File: src/hw/rtl/mcct_pkg.sv
`default_nettype none

package mcct_pkg;

    // pixel and centre geometry
    localparam int CH_W   = 8;
    localparam int NUM_CH = 3;
    localparam int SLOT_W = 3;
    localparam int CNT_W  = 4;

    localparam int DEFAULT_NUM_CENTERS = 8;

    // configuration port
    localparam int CFG_IDX_W  = 3;
    localparam int CFG_DATA_W = 8;

    // stream packing
    localparam int S_TDATA_W = 32;
    localparam int M_TDATA_W = 8;

    localparam logic [CH_W-1:0] CH_MAX = 8'd255;

    // register reset values
    localparam logic [CH_W-1:0]  RST_LOWER_CH0 = 8'd12;
    localparam logic [CH_W-1:0]  RST_LOWER_CH1 = 8'd30;
    localparam logic [CH_W-1:0]  RST_LOWER_CH2 = 8'd80;
    localparam logic [CH_W-1:0]  RST_UPPER_CH0 = 8'd7;
    localparam logic [CH_W-1:0]  RST_UPPER_CH1 = 8'd40;
    localparam logic [CH_W-1:0]  RST_UPPER_CH2 = 8'd80;
    localparam logic [CNT_W-1:0] RST_CENTERS   = 4'd7;

    typedef enum logic [CFG_IDX_W-1:0] {
        REG_LOWER_CH0 = 3'd0,
        REG_LOWER_CH1 = 3'd1,
        REG_LOWER_CH2 = 3'd2,
        REG_UPPER_CH0 = 3'd3,
        REG_UPPER_CH1 = 3'd4,
        REG_UPPER_CH2 = 3'd5,
        REG_CENTERS   = 3'd6
    } cfg_reg_t;

    typedef enum logic {
        KIND_PIXEL = 1'b0,
        KIND_LOAD  = 1'b1
    } kind_t;

    typedef logic [NUM_CH-1:0][CH_W-1:0] pixel_t;

    typedef struct packed {
        pixel_t lower;
        pixel_t upper;
    } margins_t;

endpackage

`default_nettype wire

File: src/hw/rtl/mcct_cfg_regs.sv
`default_nettype none

module mcct_cfg_regs
    import mcct_pkg::*;
(
    input  wire logic                  aclk,
    input  wire logic                  aresetn,
    input  wire logic                  cfg_valid,
    input  wire logic [CFG_IDX_W-1:0]  cfg_index,
    input  wire logic [CFG_DATA_W-1:0] cfg_data,
    output margins_t                   margins,
    output logic [CNT_W-1:0]           centers_in_use
);

    margins_t          margins_reg, margins_next;
    logic [CNT_W-1:0]  centers_reg, centers_next;

    always_comb begin
        margins_next = margins_reg;
        centers_next = centers_reg;
        if (cfg_valid) begin
            case (cfg_reg_t'(cfg_index))
                REG_LOWER_CH0: margins_next.lower[0] = cfg_data;
                REG_LOWER_CH1: margins_next.lower[1] = cfg_data;
                REG_LOWER_CH2: margins_next.lower[2] = cfg_data;
                REG_UPPER_CH0: margins_next.upper[0] = cfg_data;
                REG_UPPER_CH1: margins_next.upper[1] = cfg_data;
                REG_UPPER_CH2: margins_next.upper[2] = cfg_data;
                REG_CENTERS:   centers_next = cfg_data[CNT_W-1:0];
                default: ;  // unknown index, write dropped
            endcase
        end
    end

    always_ff @(posedge aclk) begin
        if (!aresetn) begin
            margins_reg.lower[0] <= RST_LOWER_CH0;
            margins_reg.lower[1] <= RST_LOWER_CH1;
            margins_reg.lower[2] <= RST_LOWER_CH2;
            margins_reg.upper[0] <= RST_UPPER_CH0;
            margins_reg.upper[1] <= RST_UPPER_CH1;
            margins_reg.upper[2] <= RST_UPPER_CH2;
            centers_reg          <= RST_CENTERS;
        end else begin
            margins_reg <= margins_next;
            centers_reg <= centers_next;
        end
    end

    assign margins        = margins_reg;
    assign centers_in_use = centers_reg;

endmodule

`default_nettype wire

File: src/hw/rtl/mcct_box_lane.sv
`default_nettype none

module mcct_box_lane
    import mcct_pkg::*;
(
    input  wire logic   aclk,
    input  wire logic   wr_en,
    input  wire pixel_t wr_center,
    input  wire pixel_t pix,
    input  wire margins_t margins,
    output logic        in_box
);

    pixel_t center_reg;

    always_ff @(posedge aclk) begin
        if (wr_en) begin
            center_reg <= wr_center;
        end
    end

    // per-channel box with bounds clamped for this centre only
    always_comb begin
        logic [CH_W:0]   lo_ext;
        logic [CH_W:0]   hi_ext;
        logic [CH_W-1:0] lo;
        logic [CH_W-1:0] hi;
        in_box = 1'b1;
        for (int c = 0; c < NUM_CH; c++) begin
            lo_ext = {1'b0, center_reg[c]} - {1'b0, margins.lower[c]};
            hi_ext = {1'b0, center_reg[c]} + {1'b0, margins.upper[c]};
            lo     = lo_ext[CH_W] ? '0 : lo_ext[CH_W-1:0];
            hi     = hi_ext[CH_W] ? CH_MAX : hi_ext[CH_W-1:0];
            if (pix[c] < lo || pix[c] > hi) begin
                in_box = 1'b0;
            end
        end
    end

endmodule

`default_nettype wire

File: src/hw/rtl/multi_center_color_threshold_core.sv
// multi-centre colour threshold core (skin mask)
//
// s_ channel takes one request per cycle while s_tready is high. s_tuser is the kind: 0 classifies
// the pixel in s_tdata, 1 loads s_tdata's channels as the centre colour of
// table slot s_tdata[2:0]. loads into slots at or above NUM_CENTERS are dropped.
// every pixel request yields one m_ request whose m_tdata[0] is 1 when the
// pixel lies inside the box of any of the first centers_in_use slots; loads
// yield nothing.
// a pixel is held in the input register, then in the output register that drives m_.
// throughput: one request per clock while m_tready keeps the output free, set by the single compare stage where
// all NUM_CENTERS boxes are checked in parallel.
// the cfg port (always ready) writes margins and centers_in_use; write it only
// while the core holds no request in flight.
// reset (aresetn low, synchronous) empties the pipeline and restores the
// register defaults; the centre table is not cleared and must be loaded
// before its slots are used.
// when m_tready is low the result is held in the output register, a pixel
// waiting behind it holds the input register, and s_tready drops.
`default_nettype none

module multi_center_color_threshold_core
    import mcct_pkg::*;
#(
    parameter int NUM_CENTERS = DEFAULT_NUM_CENTERS
) (
    input  wire logic                  aclk,
    input  wire logic                  aresetn,

    // pixel / load requests
    input  wire logic                  s_tvalid,
    output logic                       s_tready,
    input  wire logic [S_TDATA_W-1:0]  s_tdata,   // slot, chan0, chan1, chan2, zero pad
    input  wire logic                  s_tuser,   // kind

    // mask results
    output logic                       m_tvalid,
    input  wire logic                  m_tready,
    output logic [M_TDATA_W-1:0]       m_tdata,   // in_skin, zero pad

    // register writes
    input  wire logic                  cfg_valid,
    output logic                       cfg_ready,
    input  wire logic [CFG_IDX_W-1:0]  cfg_index,
    input  wire logic [CFG_DATA_W-1:0] cfg_data
);

    // wide enough for the slot, the count and every lane number up to 16
    localparam int LANE_IDX_W = CNT_W + 1;

    // unpack the incoming request
    logic [SLOT_W-1:0] s_slot;
    pixel_t            s_pix;

    assign s_slot   = s_tdata[SLOT_W-1:0];
    assign s_pix[0] = s_tdata[SLOT_W +: CH_W];
    assign s_pix[1] = s_tdata[SLOT_W + CH_W +: CH_W];
    assign s_pix[2] = s_tdata[SLOT_W + 2*CH_W +: CH_W];

    // configuration registers
    margins_t          margins;
    logic [CNT_W-1:0]  centers_in_use;

    assign cfg_ready = 1'b1;

    mcct_cfg_regs u_cfg (
        .aclk           (aclk),
        .aresetn        (aresetn),
        .cfg_valid      (cfg_valid),
        .cfg_index      (cfg_index),
        .cfg_data       (cfg_data),
        .margins        (margins),
        .centers_in_use (centers_in_use)
    );

    // input register stage
    logic              s1_valid_reg, s1_valid_next;
    kind_t             s1_kind_reg;
    logic [SLOT_W-1:0] s1_slot_reg;
    pixel_t            s1_pix_reg;

    // output register stage
    logic              m_valid_reg, m_valid_next;
    logic              m_skin_reg, m_skin_next;

    logic              s_accept;
    logic              out_free;
    logic              s1_adv;
    logic              s1_pixel_adv;
    logic              s1_load;

    assign out_free     = !m_valid_reg || m_tready;
    // a load leaves the input stage at once, a pixel needs room downstream
    assign s1_load      = s1_valid_reg && (s1_kind_reg == KIND_LOAD);
    assign s1_pixel_adv = s1_valid_reg && (s1_kind_reg == KIND_PIXEL) && out_free;
    assign s1_adv       = s1_load || s1_pixel_adv;
    assign s_tready     = !s1_valid_reg || s1_adv;
    assign s_accept     = s_tvalid && s_tready;

    // one lane per table slot: centre storage and box test
    logic [NUM_CENTERS-1:0] lane_inside;
    logic [NUM_CENTERS-1:0] lane_active;

    for (genvar i = 0; i < NUM_CENTERS; i++) begin : g_lane
        logic lane_we;

        assign lane_we = s1_load &&
                         ({{(LANE_IDX_W-SLOT_W){1'b0}}, s1_slot_reg} == LANE_IDX_W'(i));
        // slots past NUM_CENTERS do not exist, so the count saturates here
        assign lane_active[i] =
            ({{(LANE_IDX_W-CNT_W){1'b0}}, centers_in_use} > LANE_IDX_W'(i));

        mcct_box_lane u_lane (
            .aclk      (aclk),
            .wr_en     (lane_we),
            .wr_center (s1_pix_reg),
            .pix       (s1_pix_reg),
            .margins   (margins),
            .in_box    (lane_inside[i])
        );
    end

    always_comb begin
        s1_valid_next = s1_valid_reg;
        if (s_accept) begin
            s1_valid_next = 1'b1;
        end else if (s1_adv) begin
            s1_valid_next = 1'b0;
        end

        m_valid_next = m_valid_reg;
        m_skin_next  = m_skin_reg;
        if (out_free) begin
            m_valid_next = s1_pixel_adv;
            m_skin_next  = |(lane_inside & lane_active);
        end
    end

    always_ff @(posedge aclk) begin
        if (!aresetn) begin
            s1_valid_reg <= 1'b0;
            m_valid_reg  <= 1'b0;
        end else begin
            s1_valid_reg <= s1_valid_next;
            m_valid_reg  <= m_valid_next;
        end
    end

    // payload registers
    always_ff @(posedge aclk) begin
        if (s_accept) begin
            s1_kind_reg <= kind_t'(s_tuser);
            s1_slot_reg <= s_slot;
            s1_pix_reg  <= s_pix;
        end
        m_skin_reg <= m_skin_next;
    end

    assign m_tvalid = m_valid_reg;
    assign m_tdata  = {{(M_TDATA_W-1){1'b0}}, m_skin_reg};

endmodule

`default_nettype wire
File: config.mk
export PLATFORM = sky130hd
export DESIGN_NAME = multi_center_color_threshold_core
export DESIGN_NICKNAME = d
export VERILOG_FILES = /design/src/hw/rtl/mcct_pkg.sv /design/src/hw/rtl/mcct_cfg_regs.sv /design/src/hw/rtl/mcct_box_lane.sv /design/src/hw/rtl/multi_center_color_threshold_core.sv
export SDC_FILE = /design/constraint.sdc
export NUM_CORES = 1
export LEC_CHECK = 0
export BUFFER_PORTS_ARGS = -buffer_cell sky130_fd_sc_hd__buf_2
export CORE_MARGIN = 2
export CORE_UTILIZATION = 25
export CTS_CLUSTER_SIZE = 24
export DETAILED_ROUTE_END_ITERATION = 10
export PLACE_DENSITY = 0.35
export SLEW_MARGIN = 20
export SYNTH_ARGS = -nofsm -noshare
export SYNTH_HDL_FRONTEND = slang
export SYNTH_HIERARCHICAL = 1
export SYNTH_SLANG_ARGS = --single-unit
File: constraint.sdc
create_clock -name aclk -period 5.88 [get_ports aclk]
set_input_delay 0.294 -clock aclk [delete_from_list [all_inputs] [get_ports aclk]]
set_output_delay 0.294 -clock aclk [all_outputs]
set_load 0.05 [all_outputs]
# After elaboration in Yosys (flattened, before gate mapping)
# Cells that the tools add are included.
dict set report op_classes {
  n_bitwise 2
  div 0
  mul 0
  n_shift 0
  reduce_logical 52
  magnitude_cmp 56
  n_eq_ne 13
  addsub 48
  n_mux 74
}
# op count
set ops {}
lappend ops {{2-to-1 mux 8 bit} 48}
lappend ops {{adder 8 x 8 -> 9 bit} 24}
lappend ops {{subtractor 8 x 8 -> 9 bit} 24}
lappend ops {{> comparator 8 bit} 24}
lappend ops {{< comparator 8 bit} 24}
lappend ops {{logical OR 1 bit} 27}
lappend ops {{2-to-1 mux 1 bit} 26}
lappend ops {{equality test 3 bit, second input constant} 7}
lappend ops {{> comparator 4 x 3 -> 1 bit, second input constant} 4}
lappend ops {{AND reduction 2 bit} 7}
lappend ops {{equality test 3 x 2 -> 1 bit, second input constant} 4}
lappend ops {{logical AND 1 bit} 12}
lappend ops {{bitwise AND 8 bit} 1}
lappend ops {{> comparator 4 x 1 -> 1 bit, second input constant} 2}
lappend ops {{> comparator 4 x 2 -> 1 bit, second input constant} 2}
lappend ops {{OR reduction 8 bit} 1}
lappend ops {{equality test 3 x 1 -> 1 bit, second input constant} 2}
lappend ops {{logical NOT 3 bit} 2}
lappend ops {{logical NOT 1 bit} 2}
lappend ops {{nonzero test 2 bit} 1}
lappend ops {{inverter 1 bit} 1}
dict set report totals {
  romBits 0
  register_bits 275
  n_memories 0
  ram_bits 0
  input_bits 49
  elab_cells 284
  latchBits 0
  output_inout_bits 11
}

# Depth between registers and ports, before layout
# Gate-level depths: netlist of run 1.
dict set report logic_depth {
  ltp_word 9
  ltp_mapped 20
  depth_no_buf 20
}

# Cells and area by module
# Netlist of run 1, hierarchy kept.
# module cells_per_inst n_inst area_per_inst_um2 seq_area_each_um2
set modules_own_cells {}
lappend modules_own_cells {{mcct_box_lane at g_lane[0].u_lane ...} 447 3 3839.9 720.7}
lappend modules_own_cells {{mcct_box_lane at g_lane[1].u_lane ...} 447 2 3858.7 720.7}
lappend modules_own_cells {{mcct_box_lane at g_lane[3].u_lane} 447 1 3870.0 720.7}
lappend modules_own_cells {{mcct_box_lane at g_lane[4].u_lane} 447 1 3854.9 720.7}
lappend modules_own_cells {{mcct_box_lane at g_lane[7].u_lane} 448 1 3831.2 720.7}
lappend modules_own_cells {mcct_cfg_regs 194 1 2035.7 1041.0}
lappend modules_own_cells {multi_center_color_threshold_core 73 1 1166.1 910.9}

# Worst setup path before layout of run 1
# Ideal clock, no wire load.
dict set report synth_path {
  path_type {reg-to-reg}
  startpoint {reg u_cfg.margins_reg (netlist bit u_cfg/margins[33])}
  endpoint {reg m_skin_reg, data pin}
  required_time_ns 5.609
  slack_ns 1.867
  n_path_buf 0
  setup_time_ns 0.271
  period_less_slack_ns 4.013
  path_stages_with_launch 18
  arrival_ns 3.741
  path_cell_list {dfxtp_1 -> inv_1 -> ha_1 -> nor2b_4 -> o21ai_2 -> a21oi_2 -> o41ai_4 -> mux2i_1 -> or3_1 -> ha_1 -> nand4_1 -> nor2_1 -> a221o_1 -> a31oi_1 -> nor4_1 -> or4_1 -> o21ai_1 -> nand4_1}
}
dict set report synth_between {
  elab_chain_len 8
  elab_cells_between_ends 50
  cone_classes {add/sub (8); order compare (8); mux (24); bitwise (1); reduce/logical (9)}
}
# element line
set synth_lines {}
lappend synth_lines {{start, declared} mcct_cfg_regs.sv:15} ;# margins_t margins_reg, margins_next;
lappend synth_lines {{start signal, assigned} mcct_cfg_regs.sv:45} ;# margins_reg <= margins_next;
lappend synth_lines {{subtractor 8 x 8 -> 9 bit} mcct_box_lane.sv:30} ;# lo_ext = {1'b0, center_reg[c]} - {1'b0, margins.lower[c]};
lappend synth_lines {{2-to-1 mux 8 bit} mcct_box_lane.sv:32} ;# lo = lo_ext[CH_W] ? '0 : lo_ext[CH_W-1:0];
lappend synth_lines {{< comparator 8 bit} mcct_box_lane.sv:34} ;# if (pix[c] < lo || pix[c] > hi) begin
lappend synth_lines {{logical OR 1 bit} mcct_box_lane.sv:34}
lappend synth_lines {{2-to-1 mux 1 bit (2 in series)} mcct_box_lane.sv:34}
lappend synth_lines {{named net lane_inside[0]} multi_center_color_threshold_core.sv:100} ;# logic [NUM_CENTERS-1:0] lane_inside;
lappend synth_lines {{bitwise AND 8 bit} multi_center_color_threshold_core.sv:134} ;# m_skin_next = |(lane_inside & lane_active);
lappend synth_lines {{OR reduction 8 bit} multi_center_color_threshold_core.sv:134}
lappend synth_lines {{end signal, assigned} multi_center_color_threshold_core.sv:155} ;# m_skin_reg <= m_skin_next;
lappend synth_lines {{end, declared} multi_center_color_threshold_core.sv:83} ;# logic m_skin_reg, m_skin_next;
# The timed path passes the listed nets, and every way through them passes these cells.
# A chain may end at the register's enable or synchronous reset.

# Final worst setup path of run 1
dict set report layout_path {
  startpoint {reg u_cfg.margins_reg (netlist bit u_cfg/margins[36])}
  endpoint {reg m_skin_reg, data pin}
}
# The elaborated chain is that of the path after synthesis.

==> results.toml, run 1 <==
[status]
status = "finished clean"

[critical_path]
critPathKind = "flip-flop to flip-flop"
critical-path-top-cell-by-count = "sky130_fd_sc_hd__o21ai_0"
reg2reg_from = "u_cfg/margins[36]"
cpMaxStageDelayCell = "sky130_fd_sc_hd__dfxtp_1"
nature_of_the_critical_path_endpoint = "flip-flop"
worstPathCellList = "buf_4 -> inv_1 -> ha_1 -> o21ai_0 -> a21oi_1 -> o21ai_0 -> and2b_2 -> o21ai_4 -> nand2b_1 -> ha_1 -> nor3_1 -> o21ai_0 -> a221o_1 -> a31oi_1 -> nor4_1 -> or4_1 -> o21ai_1 -> nand4_1"
delay_of_the_slowest_critical_path_stage_ps = 830
rr_worst_depth = 18
crit_required_ps = 6250
regToRegEndpoint = "m_skin_reg"
worst-endpoint-arrival_ps = 5270
worst-r2r-setup-slack_ps = 990
critPathBufInv = 2
cpLargestDelayFamily = "compound AO/OA/AOI/OAI gates"
worstPathMaxFanout = 7
timing.critical_path.from_type = "flip-flop"

[placed_design]
buffer_ports.inserted = 46
dp.cells = 5757
replace_congestion = 0.7805
place_hpwl_um = 89220
dpl_worst_slack_ps = 897.8

[final_layout]
mostFrequentLayoutCell = "sky130_fd_sc_hd__ha_1"
largest_reg_flops = 192
commonest_cells_after_routing_fill_and_taps_aside = "sky130_fd_sc_hd__ha_1 (744), sky130_fd_sc_hd__nor2_1 (352), sky130_fd_sc_hd__nand2_1 (317), sky130_fd_sc_hd__a21oi_1 (313), sky130_fd_sc_hd__inv_1 (305)"
syn_to_final_growth_pct = 14.74
number_of_nets_in_the_finished_design = 4892
insertedDiodeCount = 0
finalNonFillerCells = 5867
fillers = 14475
layout-drive-gt1-share_pct = 9.643

[detailed_routing]
initialDrtViolationCount = 1360
drc = 0
avgViaCountPerCell = 4.766
avgRoutedWirePerCell_um = 19.92
postRouteAntennaNets = 0
vias_post_dr = 27960
dr.pass1.iters = 5
wirelength_um = 116900

[clock_network]
cts_sinks = 275
root_buffer = "sky130_fd_sc_hd__clkbuf_16"
worst_skew_pair.late_latency_ps = 640
cts_setup_buffers = 0
clock_tree.htree_level_count = 2
cts_inserted_buffers = 44
max-clock-path-buffers = 3
worst_setup_hold_path_clk_slew_ps = 60
cts_tree = "yes"

[floorplan]
number_of_top_level_pins = 60
die_height_um = 372.8
std_cell_rows = 135
initial_utilization_pct = 25.16
die_x_um = 372.8
die_area_um2 = 138900
core-area_um2 = 135100

[yosys]
netlist.area_leader.share_pct = 27.38
ys_ff_latch = 275
netlist_instances = 3844
synthesis.area_um2 = 34000
syn-mean-instance-area_um2 = 8.844
synthDominantAreaCellType = "sky130_fd_sc_hd__ha_1"
syn_warnings = 6
synth_edf_count = 221
async_reset_ff_share_pct = 0
synth-main-ff-cell = "sky130_fd_sc_hd__edfxtp_1"
synth.lib_cells_used.distinct = 68
synth.area.top_cells = "sky130_fd_sc_hd__ha_1 (27%), sky130_fd_sc_hd__edfxtp_1 (20%), sky130_fd_sc_hd__a21oi_1 (4.6%), sky130_fd_sc_hd__nor2_1 (4.0%), sky130_fd_sc_hd__nand2_1 (3.5%)"
ys_seq_area_share_pct = 22.70

[global_routing]
grt_first_pass_wirelength_um = 175500
global_route.overflow_total = 0
gr-usage-all-layers_pct = 16.67
largest_net_degree_at_the_start_of_global_routing = 70
grt_pass1_vias = 28002
antenna_found_initial = 8

[timing]
worstMarginPinSlew_ps = 1119
post-route-period-util_pct = 83.25
rsz_0062_raised_after_global_routing = "no"
timing_hold_violations_final = 0
period_minus_slack_ps = 4895
final.setup.tns_ps = 0
final-setup-viol-count = 0
timing.final.ws_setup_ps = 985.1
max-slew-margin-rel_pct = 25.20
fin_worst_hold_slack_ps = 71.52
final.setup_skew_ps = 42.60
fmaxAchievable_mhz = 204.3
report.final.slew_viol_count = 0

[pwr]
cellLeakagePower_uw = 0.01713
p_per_area_nw_per_um2 = 162.9
peakVddDrop_mv = 0.2207

[job]
drv_cap = 0

[worst_hold_path]
hp-start = "cfg_data[0]"
hp-class = "input pin to flip-flop"
worst_hold_path.num_cells = 3
min_to = "u_cfg/margins[0]"
==> through the flow <==
step / total power, µW / utilization [%] / area, µm²
2_1_floorplan: 3125 / - / 34020
3_3_place_gp: 3609 / 27.50 / 37160
3_5_place_dp: 3602 / 27.54 / 37210
4_1_cts: 6506 / 28.87 / 39010
5_1_grt: 6738 / 28.87 / 39010
6_report: 6354 / 28.87 / 39010
==> how the worst max path moves through the flow <==
stage | start | end | cells past startpoint
global route | u_cfg/margins[32] | m_skin_reg | 17
detailed placement | u_cfg/margins[36] | m_skin_reg | 18
CTS | u_cfg/margins[32] | m_skin_reg | 17
global placement | u_cfg/margins[36] | m_skin_reg | 18
finish | u_cfg/margins[36] | m_skin_reg | 18
floorplan | u_cfg/margins[33] | m_skin_reg | 17
==> cells in the mapped netlist (9+ instances only) <==
| cell | count |
|---|---|
| sky130_fd_sc_hd__o21ai_2 | 13 |
| sky130_fd_sc_hd__inv_1 | 305 |
| sky130_fd_sc_hd__a21boi_0 | 10 |
| sky130_fd_sc_hd__o31a_1 | 16 |
| sky130_fd_sc_hd__o22ai_1 | 16 |
| sky130_fd_sc_hd__nor3_1 | 83 |
| sky130_fd_sc_hd__nand2_1 | 317 |
| sky130_fd_sc_hd__a31oi_1 | 9 |
| sky130_fd_sc_hd__o2111ai_1 | 16 |
| sky130_fd_sc_hd__nand2b_1 | 59 |
| sky130_fd_sc_hd__mux2i_1 | 68 |
| sky130_fd_sc_hd__xnor2_1 | 112 |
| sky130_fd_sc_hd__buf_4 | 9 |
| sky130_fd_sc_hd__o31ai_1 | 15 |
| sky130_fd_sc_hd__nor2_1 | 358 |
| sky130_fd_sc_hd__a21oi_1 | 313 |
| sky130_fd_sc_hd__mux2_2 | 16 |
| sky130_fd_sc_hd__nor2b_1 | 83 |
| sky130_fd_sc_hd__nand3_1 | 57 |
| sky130_fd_sc_hd__o21bai_1 | 24 |
| sky130_fd_sc_hd__xor2_1 | 32 |
| sky130_fd_sc_hd__fa_1 | 48 |
| sky130_fd_sc_hd__nand3b_1 | 9 |
| sky130_fd_sc_hd__and2_1 | 16 |
| sky130_fd_sc_hd__a21oi_2 | 22 |
| sky130_fd_sc_hd__a21o_1 | 57 |
| sky130_fd_sc_hd__nand4_1 | 81 |
| sky130_fd_sc_hd__edfxtp_1 | 221 |
| sky130_fd_sc_hd__o211ai_1 | 56 |
| sky130_fd_sc_hd__o21ai_1 | 39 |
| sky130_fd_sc_hd__ha_1 | 744 |
| sky130_fd_sc_hd__a221oi_1 | 9 |
| sky130_fd_sc_hd__nor4_1 | 16 |
| sky130_fd_sc_hd__or2_2 | 57 |
| sky130_fd_sc_hd__dfxtp_1 | 54 |
| sky130_fd_sc_hd__or3_1 | 71 |
| sky130_fd_sc_hd__o21ai_0 | 160 |
| sky130_fd_sc_hd__o41ai_1 | 16 |
| sky130_fd_sc_hd__o21a_1 | 91 |
==> report_power, final <==
group	internal [µW]	switching, µW
clock	1690	1110
combinational	547	781
sequential	2140	92.7
==> worst min-delay path, delay by kind of cell <==
| kind | cells | cell delay, ps |
|---|---|---|
| AND/OR/NAND/NOR | 1 | 90 |
| buffers and inverters | 1 | 160 |
| multiplexers | 1 | 120 |
==> per-layer routing <==
metal  GRT usage (%)  wire [µm]  vias up
li1                -          -    14523
met1           23.54      58810    13005
met2           27.29      52470      332
met3           1.894       3555       94
met4           3.290       1992        6
met5               0         39        -
==> cells by family (layout without fill, tap and decap cells) <==
logic type                 Yosys count  in the layout  share of synthesized area, %
and+or+nand+nor                   1266           1266                         18.32
AOI/OAI and AO/OA                  953            953                         18.74
adders and majority gates          792            792                         30.21
buffers and inverters              328            564                         3.761
DFF                                275            275                         22.70
xor gates and xnor gates           144            144                         3.710
muxes                               84             84                         2.532
other                                2              8                       0.02209
==> area by class of cell <==
| class | count | area, µm² | area share, % |
|---|---|---|---|
| multi-input combinational | 3247 | 25090 | 64.32 |
| sequential | 275 | 7717 | 19.78 |
| tap | 1781 | 2228 | 5.713 |
| clock buffer | 65 | 1356 | 3.477 |
| timing repair buffer | 178 | 1321 | 3.387 |
| inverter | 305 | 1145 | 2.935 |
| clock inverter | 16 | 148.9 | 0.3817 |
==> what timing repair did <==
item / CTS / global route
gates resized for setup: 0 / 0
hold buffers: 29 / 0
endpoints found under the hold margin: 29 / 0
Note: power is estimated with default switching activity, not from simulation.
==> inputs of run 2 (changes only) <==
--- a/config.mk
+++ b/config.mk
@@ -5,12 +5,13 @@
 export SDC_FILE = /design/constraint.sdc
 export NUM_CORES = 1
 export LEC_CHECK = 0
+export ABC_AREA = 1
 export BUFFER_PORTS_ARGS = -buffer_cell sky130_fd_sc_hd__buf_2
 export CORE_MARGIN = 2
 export CORE_UTILIZATION = 25
 export CTS_CLUSTER_SIZE = 24
 export DETAILED_ROUTE_END_ITERATION = 10
-export PLACE_DENSITY = 0.35
+export PLACE_DENSITY = 0.36
 export SLEW_MARGIN = 20
 export SYNTH_ARGS = -nofsm -noshare
 export SYNTH_HDL_FRONTEND = slang
==> constraint.sdc (replaced) <==
create_clock -name aclk -period 4.3 [get_ports aclk]
set_input_delay 0.215 -clock aclk [delete_from_list [all_inputs] [get_ports aclk]]
set_output_delay 0.215 -clock aclk [all_outputs]
set_load 0.05 [all_outputs]
==> run 2 against run 1 <==
Net effect: die area is 2.6% higher; final cell count is 18% higher; first-iteration DRC count is 12% higher; critical endpoint unchanged; global-route usage increased by 0.40 points; combinational power up 89%; count of clock-buffer cells in the layout down 10; critical path depth grew 4; register-to-register slack lost 690 ps; via count up 11%.
==> results.toml, run 2 <==
[yosys]
synth-main-ff-cell = "sky130_fd_sc_hd__edfxtp_1"
async_reset_ff_share_pct = 0
synth-simple-area-share_pct = 24.62
syn-mean-instance-area_um2 = 7.394
post_synth_fa_ha_maj_area_fraction_pct = 29.43
netlist.area_leader.share_pct = 26.67
synthMuxAreaShare_pct = 0
synthesized_area_fraction_occupied_by_ao_oa_aoi_and_oai_cells_pct = 12.90
syn_warnings = 6
synth.lib_cells_used.distinct = 44
synth_top_family_by_area = "adder cells"
synth.area.top_cells = "sky130_fd_sc_hd__ha_1 (27%), sky130_fd_sc_hd__edfxtp_1 (19%), sky130_fd_sc_hd__nand2_1 (11%), sky130_fd_sc_hd__inv_1 (8.1%), sky130_fd_sc_hd__a21oi_1 (6.3%)"
synthesis.area_um2 = 34900
netlist_instances = 4720
synth_edf_count = 221
synthMostInstantiatedCell = "sky130_fd_sc_hd__nand2_1"
synth_common_cells = "sky130_fd_sc_hd__nand2_1 (1028), sky130_fd_sc_hd__inv_1 (753), sky130_fd_sc_hd__ha_1 (744)"
synthXorXnorAreaFrac_pct = 2.409
synthDominantAreaCellType = "sky130_fd_sc_hd__ha_1"
ys_seq_area_share_pct = 22.11
ys_ff_latch = 275

[worst_hold_path]
min_to = "u_cfg/centers_in_use[3]"
hp-class = "input pin to flip-flop"
hp-start = "cfg_index[0]"
worst_hold_path.num_cells = 5

[critical_path]
regToRegEndpoint = "m_skin_reg"
reg2reg_from = "u_cfg/margins[16]"
worstPathMaxFanout = 7
rr_worst_depth = 22
worst-endpoint-arrival_ps = 4350
timing.critical_path.from_type = "flip-flop"
critPathKind = "flip-flop to flip-flop"
crit_required_ps = 4650
nature_of_the_critical_path_endpoint = "flip-flop"
worst-r2r-setup-slack_ps = 300

[clock_network]
cts_sinks = 275
worst_skew_pair.late_latency_ps = 640
cts_setup_buffers = 0
root_buffer = "sky130_fd_sc_hd__clkbuf_16"
cts_tree = "yes"
clock_tree.htree_level_count = 2
worst_setup_hold_path_clk_slew_ps = 60
cts_inserted_buffers = 45
max-clock-path-buffers = 3

[pwr]
peakVddDrop_mv = 0.2925
power_uw = 9356
p_per_area_nw_per_um2 = 229.1
cellLeakagePower_uw = 0.02069

[timing]
worstMarginPinSlew_ps = 1124
fin_worst_hold_slack_ps = 69.46
final-setup-viol-count = 0
fmaxAchievable_mhz = 249.9
timing.final.ws_setup_ps = 298.5
report.final.slew_viol_count = 0
timing_hold_violations_final = 0
max-slew-margin-rel_pct = 24.90
post-route-period-util_pct = 93.06
final.setup_skew_ps = 45.69
period_minus_slack_ps = 4002

[global_routing]
grt_pass1_vias = 30834
global_route.overflow_total = 0
grt_first_pass_wirelength_um = 185900
largest_net_degree_at_the_start_of_global_routing = 55
gr-usage-all-layers_pct = 17.07
antenna_found_initial = 7

[detailed_routing]
avgRoutedWirePerCell_um = 17.47
wirelength_um = 121000
initialDrtViolationCount = 1517
dr.pass1.iters = 5
vias_post_dr = 30990
avgViaCountPerCell = 4.474
drc = 0
postRouteAntennaNets = 0

[floorplan]
die_x_um = 377.6
number_of_top_level_pins = 60
die_height_um = 377.6
std_cell_rows = 137
core-area_um2 = 139000
die_area_um2 = 142600
initial_utilization_pct = 25.11

[final_layout]
largest_reg_flops = 192
finalNonFillerCells = 6927
fillers = 15220
layout-drive-gt1-share_pct = 9.960
commonest_cells_after_routing_fill_and_taps_aside = "sky130_fd_sc_hd__nand2_1 (1028), sky130_fd_sc_hd__inv_1 (753), sky130_fd_sc_hd__ha_1 (744), sky130_fd_sc_hd__a21oi_1 (437), sky130_fd_sc_hd__nor2_1 (349)"
mostFrequentLayoutCell = "sky130_fd_sc_hd__nand2_1"
syn_to_final_growth_pct = 17.02
number_of_nets_in_the_finished_design = 5855

[placed_design]
place_hpwl_um = 92600
buffer_ports.inserted = 46
replace_congestion = 0.8007
dpl_worst_slack_ps = -660.0
dp.cells = 6803

[status]
status = "finished clean"

[job]
drv_cap = 0
-- run 2: cell count changes after synthesis, sizes merged, moves of 88 or more --
cell | previous run | this run
inv | 305 | 756
xnor2 | 112 | 24
a21oi | 335 | 462
nand2 | 317 | 1070
nand3 | 57 | 324
nor2b | 91 | 0
-- run 2: critical path, cell delays in order (launching register included) --
cell and delay (ps):
sky130_fd_sc_hd__dfxtp_1 330, sky130_fd_sc_hd__buf_4 150, sky130_fd_sc_hd__ha_1 220, sky130_fd_sc_hd__fa_1 400, sky130_fd_sc_hd__nand3_1 120, sky130_fd_sc_hd__nand3_1 100
sky130_fd_sc_hd__a31oi_1 190, sky130_fd_sc_hd__inv_1 150, sky130_fd_sc_hd__or2_2 300, sky130_fd_sc_hd__ha_1 180, sky130_fd_sc_hd__inv_1 50, sky130_fd_sc_hd__a21oi_1 50
sky130_fd_sc_hd__o21ai_0 140, sky130_fd_sc_hd__a21oi_1 90, sky130_fd_sc_hd__buf_4 160, sky130_fd_sc_hd__o21ai_0 280, sky130_fd_sc_hd__nor2_1 90, sky130_fd_sc_hd__nand3_1 180
sky130_fd_sc_hd__nor2_1 120, sky130_fd_sc_hd__nand2_1 90, sky130_fd_sc_hd__nand2_1 60, sky130_fd_sc_hd__nor2_1 140, sky130_fd_sc_hd__nand3_2 160
-- run 2: kinds of logic (layout without fill, tap and decap cells) --
kind of cell / after synthesis / after routing
and+or+nand+nor: 1979 / 1979
buffers and inverters: 776 / 1100
xor gates and xnor gates: 96 / 96
adders and majority gates: 792 / 792
AOI/OAI and AO/OA: 800 / 800
DFF: 275 / 275
other: 2 / 9
-- run 2: area by class of cell --
| class | count | area (µm²) | area share (%) |
|---|---|---|---|
| flip-flops and latches | 275 | 7724 | 18.91 |
| diodes | 1 | 2.502 | 0.006127 |
| clock buffers | 55 | 1194 | 2.923 |
| repair buffers | 261 | 2112 | 5.171 |
| inverters | 756 | 2840 | 6.954 |
| clock inverters | 28 | 306.5 | 0.7506 |
| well taps | 1876 | 2347 | 5.747 |
| multi-input cells | 3675 | 24320 | 59.54 |
-- run 2: per-layer routing --
layer  vias to the layer above  share of wire (%)  GRT usage [%]
li1                      16509                  -              -
met1                     14058                 51          24.28
met2                       335                 45          28.37
met3                        84                2.6          1.439
met4                         4                1.3          2.694
met5                         -              0.020              0
-- run 2: metrics by stage --
stage	TNS, ps	util (%)	instance area [µm²]
after detailed placement	-660.0	27.99	38910
final	0	29.38	40840
after floorplan	0	-	34920
after global placement	-652.3	27.98	38900
after CTS	0	29.35	40800
after global routing	-24.25	29.38	40840
-- run 2: worst max-delay path by stage --
| stage | startpoint | end | slack (ps) | depth (start not counted) |
|---|---|---|---|---|
| 2_1_floorplan | u_cfg/margins[25] | m_skin_reg | 1090 | 22 |
| 3_3_place_gp | u_cfg/margins[0] | m_skin_reg | -650 | 21 |
| 3_5_place_dp | u_cfg/margins[0] | m_skin_reg | -660 | 21 |
| 4_1_cts | u_cfg/margins[8] | m_skin_reg | 40 | 22 |
| 5_1_grt | u_cfg/margins[16] | m_skin_reg | -20 | 23 |
| 6_report | u_cfg/margins[16] | m_skin_reg | 300 | 22 |
-- run 2: report_power, final --
group          internal (µW)  switching (µW)  leakage (µW)
clock network           2280            1560      0.000729
registers               2930            89.1       0.00246
logic                    965            1540        0.0175
total                   6170            3190        0.0207
-- run 2: what timing repair did --
item,4_1_cts,5_1_grt
gates cloned,0,0
resized for setup,4,7
hold buffers,38,1
setup endpoints to repair,1,1
hold endpoints to repair,49,4
